<file path="src/design/lcbc_pkg.sv">
// ----------------------------------------------------------------------------
// lcbc_pkg
// shared constants and types for the local constraint box check
// ----------------------------------------------------------------------------
package lcbc_pkg;

    localparam int FRAC_BITS_DEF = 16;

    // register indexes
    localparam logic [1:0] REG_CURVE_OFFSET = 2'd0;
    localparam logic [1:0] REG_EQUAL_TOL    = 2'd1;
    localparam logic [1:0] REG_MONITOR_MODE = 2'd2;

    // reset values
    localparam logic signed [31:0] CURVE_OFFSET_RST = 32'sd131072;
    localparam logic [15:0]        EQUAL_TOL_RST    = 16'd7;
    localparam logic               MONITOR_MODE_RST = 1'b0;

    localparam logic MODE_VARIANCE = 1'b0;
    localparam logic MODE_AVERAGE  = 1'b1;

    // result reasons
    localparam logic [1:0] RSN_NONE     = 2'd0;
    localparam logic [1:0] RSN_TINY     = 2'd1;
    localparam logic [1:0] RSN_BOX      = 2'd2;
    localparam logic [1:0] RSN_STRADDLE = 2'd3;

    // square root pipeline: 33 result bits, two per stage
    localparam int SQ_STEPS     = 33;
    localparam int SQ_PER_STAGE = 2;
    localparam int SQ_STAGES    = (SQ_STEPS + SQ_PER_STAGE - 1) / SQ_PER_STAGE;

    // sideband that rides along with the square root
    typedef struct packed {
        logic signed [32:0] cx;
        logic signed [32:0] cy;
        logic               use_var;
        logic               viol;
        logic [1:0]         reason;
    } side_t;

endpackage

</file>
<file path="src/design/lcbc_isqrt.sv">
// ----------------------------------------------------------------------------
// lcbc_isqrt
// pipelined floor square root of a 65-bit value, two result bits per stage
// ----------------------------------------------------------------------------
module lcbc_isqrt
(
    input  logic                  clk,
    input  logic                  rst_n,
    input  logic                  in_vld,
    input  logic [64:0]           in_val,
    input  lcbc_pkg::side_t       in_side,
    output logic                  out_vld,
    output logic [32:0]           out_root,
    output lcbc_pkg::side_t       out_side
);

    localparam int NST = lcbc_pkg::SQ_STAGES;
    localparam int PER = lcbc_pkg::SQ_PER_STAGE;

    logic [65:0]     val_reg  [NST];
    logic [35:0]     rem_reg  [NST];
    logic [32:0]     res_reg  [NST];
    lcbc_pkg::side_t side_reg [NST];
    logic [NST-1:0]  vld_reg;

    for (genvar j = 0; j < NST; j++) begin : g_stage
        logic [65:0]     val_prev;
        logic [35:0]     rem_prev;
        logic [32:0]     res_prev;
        lcbc_pkg::side_t side_prev;
        logic            vld_prev;
        logic [65:0]     val_next;
        logic [35:0]     rem_next;
        logic [32:0]     res_next;

        if (j == 0) begin : g_first
            assign val_prev  = {1'b0, in_val};
            assign rem_prev  = '0;
            assign res_prev  = '0;
            assign side_prev = in_side;
            assign vld_prev  = in_vld;
        end
        else begin : g_mid
            assign val_prev  = val_reg[j-1];
            assign rem_prev  = rem_reg[j-1];
            assign res_prev  = res_reg[j-1];
            assign side_prev = side_reg[j-1];
            assign vld_prev  = vld_reg[j-1];
        end

        always_comb
        begin
            logic [35:0] trial;
            val_next = val_prev;
            rem_next = rem_prev;
            res_next = res_prev;
            for (int k = 0; k < PER; k++) begin
                if (j * PER + k < lcbc_pkg::SQ_STEPS) begin
                    rem_next = {rem_next[33:0], val_next[65:64]};
                    val_next = {val_next[63:0], 2'b00};
                    trial    = {1'b0, res_next, 2'b01};
                    if (rem_next >= trial) begin
                        rem_next = rem_next - trial;
                        res_next = {res_next[31:0], 1'b1};
                    end
                    else begin
                        res_next = {res_next[31:0], 1'b0};
                    end
                end
            end
        end

        always_ff @(posedge clk or negedge rst_n)
        begin
            if (!rst_n) begin
                vld_reg[j] <= 1'b0;
            end
            else begin
                vld_reg[j] <= vld_prev;
            end
        end

        always_ff @(posedge clk)
        begin
            val_reg[j]  <= val_next;
            rem_reg[j]  <= rem_next;
            res_reg[j]  <= res_next;
            side_reg[j] <= side_prev;
        end
    end

    assign out_vld  = vld_reg[NST-1];
    assign out_root = res_reg[NST-1];
    assign out_side = side_reg[NST-1];

endmodule

</file>
<file path="config.mk">
export PLATFORM = sky130hd
export DESIGN_NAME = lcbc_isqrt
export DESIGN_NICKNAME = d
export VERILOG_FILES = /design/src/design/lcbc_pkg.sv /design/src/design/lcbc_isqrt.sv
export SDC_FILE = /design/constraint.sdc
export NUM_CORES = 2
export LEC_CHECK = 0
export BUFFER_PORTS_ARGS = -buffer_cell sky130_fd_sc_hd__clkbuf_2
export CAP_MARGIN = 10
export CORE_MARGIN = 2
export CORE_UTILIZATION = 50
export CTS_CLUSTER_SIZE = 40
export DETAILED_ROUTE_END_ITERATION = 8
export HOLD_SLACK_MARGIN = 0.02
export PLACE_DENSITY = 0.66
export SYNTH_ARGS = -nofsm -noshare
export SYNTH_HDL_FRONTEND = slang
export SYNTH_SLANG_ARGS = --single-unit
</file>
<file path="constraint.sdc">
create_clock -name clk -period 7.7 [get_ports clk]
set_input_delay 0.77 -clock clk [delete_from_list [all_inputs] [get_ports clk]]
set_output_delay 0.77 -clock clk [all_outputs]
set_load 0.01 [all_outputs]
</file>
==> run metrics <==
Placer Congestion 0.973; Vias/cell 5.44; period utilization 90.4%; Synth Area per Inst 10.0 µm²; Synth cell types 102; Ys Warns 0; first-pass GRT wire length 370000 µm; crit path cell chain inv_1 -> ha_1 -> nor2b_1 -> o21ai_0 -> a21oi_1 -> o21ai_0 -> a211oi_1 -> or2_2 -> inv_1 -> buf_4 -> o31ai_1 -> ha_1 -> nand4_1 -> nor4_1 -> nand3_1 -> or3b_2 -> o31ai_1 -> nor4_4 -> buf_4 -> inv_1 -> mux2_2; CP max FO 34; antenna-violating nets left 0; core area 193000 µm²; Skew-Pair Late Insertion Delay 0.89 ns; Tmin final 6.96 ns; CTS tree done; WP data arrival 7.65 ns; I/O pin count 242; vias in the first global route 67600; Most common cell on crit path inv_1; Pwr Density 354 nW/µm²; routed vias 69900; critical path capture point rem_reg[0][381]; EDFF count, synth 0; HP Class input port to register; CTS clk-pin slew, worst paths 0.06 ns; Worst R2R Path Depth 21; total track usage 23.3%; ranking of synthesized cells by area dfxtp_1 52%, ha_1 7.6%, xnor2_1 4.5%; WHS 0.207 ns; pin count of the biggest net entering global routing 59; RSZ-0062 raised after global routing no; cell family with most CP delay compound AO/OA/AOI/OAI gates; Slew headroom 23.7%; measured slew at the worst slew-check pin 1.14 ns; max incr delay on CP 0.85 ns; synthesized netlist cell count 9664; Root Driver clkbuf_16; cell area after synthesis 96800 µm²; IO Port Bufs 241; chip height 444 µm; register area share after synthesis 52.6%; count leader, synth dfxtp_1; die area 197000 µm²; CP endpoint kind register; final hold violations 0; initial DRC count 4854; initial antenna violation count 5; number of clock sinks 2539; row cnt 161; max reg flops 1190; Fill cells 16400; Syn-to-layout area delta 14.4%; CP Depth 21; layout cell share with drive strength beyond 1 9.06%; CP startpoint kind register; Post-synth ARST share 0.670%; drt total wl 237000 µm; HPWL after DPL 182000 µm; Worst Path Buf+Inv 5; pins over their slew limit 0; CP Data Required Time 8.39 ns; maximum VDD drop 0.000304 V; Leak 49.8 nW; top-area cell type share of the netlist area 52.1%; Yosys top cell by area dfxtp_1; crit path launch val_reg[0][638]; reg2reg end rem_reg[0][381]; status finished, final reports clean; H-Tree Depth 4; setup_tns 0 ns; Final nets 10800; Die Span X 444 µm; gr ovfl total 0; wire per inst 18.4 µm; Initial DRT Pass Iterations 6; Achievable Freq 144 MHz; starting density of the core 50.3%; MaxCap Viol Count 0; Synth Flop Type dfxtp_1; top post-synthesis cells by count 2522 x dfxtp_1, 703 x a21oi_1, 683 x nand2_1; post_cts resized 0; worst reg2reg startpoint val_reg[0][638]; CTS Buf Count 239; DRC 0; Syn Nets 10400; Reg2Reg Setup Slack 0.74 ns; Seq cells post-synth 2539; clock skew 0.0976 ns; CP max stage cell a211oi_1; Final Setup Violations 0; Post-CTS Repair Setup Buffers 0; clk buf depth 3; class of the most critical setup path register to register
## placed cells by master (no fill, tap or decap), types with 60 or more instances in the layout
cell / count
a21oi_1: 703
ha_1: 590
a21o_1: 291
nor4_1: 98
nand2_1: 683
or3_1: 80
inv_1: 512
nor3_1: 206
o31ai_1: 80
nand4_1: 132
clkbuf_2: 241
nor2_1: 669
o21ai_0: 458
nand2b_1: 76
dfxtp_1: 2522
o21bai_1: 73
xnor2_1: 494
a31oi_1: 70
mux2_2: 102
o21a_1: 92
nand3_1: 186
and2_1: 67
dlygate4sd3_1: 135
xor2_1: 297
clkbuf_16: 239
nor2b_1: 90
and3_1: 68
or4_1: 60
## cell type report
cell class                 count  area, µm²  share of cell area (%)
multi-input combinational   6372      43100                    38.9
clock buffer                 314       6670                    6.02
antenna                        3       7.51                 0.00678
inverter                     522       1970                    1.78
sequential                  2539      50900                    46.0
tap                         2526       3160                    2.85
clock inverter               134       1940                    1.75
timing repair buffer         434       3030                    2.73
## power by group
group          internal [mW]  total (mW)  switching (mW)  leakage (nW)
registers               14.8        16.2            1.38          21.4
logic                   4.29        10.7            6.37          24.3
clock network           7.19        12.3            5.13          4.15
total                   26.3        39.2            12.9          49.8
## cell families (layout without fill, tap and decap cells)
family	after synthesis	count (layout)	share of synthesized area, %
xor+xnor	791	791	7.15
simple gates	2646	2646	13.6
buf+inv	753	1404	2.97
other cells	0	3	0
mux	129	129	1.47
flops	2539	2539	52.6
compound gates	2216	2216	14.6
fa+ha+maj	590	590	7.62
## layer usage
metal	up-vias	global-route usage (%)	wire length, µm
met1	32900	30.7	107000
met5	-	0	12
li1	34800	-	-
met3	412	3.07	10700
met2	1898	39.5	112000
met4	2	7.89	7530
## repair_timing
| action | 4_1_cts | 5_1_grt |
|---|---|---|
| endpoints found under the hold margin | 151 | 0 |
| setup endpoints to repair | 0 | 0 |
| hold buffers | 135 | 0 |
## worst register-to-register path: stages (launching register included)
cell and delay (ns):
dfxtp_1 0.49, inv_1 0.09, ha_1 0.24, nor2b_1 0.11, o21ai_0 0.11, a21oi_1 0.22
o21ai_0 0.29, a211oi_1 0.85, or2_2 0.42, inv_1 0.32, buf_4 0.27, o31ai_1 0.47
ha_1 0.28, nand4_1 0.16, nor4_1 0.45, nand3_1 0.17, or3b_2 0.53, o31ai_1 0.50
nor4_4 0.05, buf_4 0.26, inv_1 0.14, mux2_2 0.34
## how the worst min path moves through the flow
| stage | from | endpoint | slack (ns) | cells past startpoint |
|---|---|---|---|---|
| 2_1_floorplan | side_reg[9][0] | side_reg[10][0] | 0.31 | 0 |
| 3_3_place_gp | val_reg[0][315] | val_reg[0][383] | 0.31 | 0 |
| 3_5_place_dp | side_reg[0][68] | side_reg[1][68] | 0.31 | 0 |
| 4_1_cts | in_val[63] | rem_reg[0][1] | 0.13 | 3 |
| 5_1_grt | in_val[63] | rem_reg[0][1] | 0.17 | 3 |
| 6_report | in_val[63] | rem_reg[0][1] | 0.21 | 3 |
## per-stage QoR
step                setup WS (ns)  util (%)  cells  total power, mW  instance area, µm²
floorplan                    1.60         -   9664             23.8               96800
global placement            0.532      52.3  12300             26.7              101000
detailed placement          0.709      52.3  12300             26.9              101000
CTS                         0.682      57.5  12800             39.4              111000
global route                0.245      57.5  12800             41.3              111000
finish                      0.736      57.5  12800             39.2              111000
(Power assumes the default switching activity.)
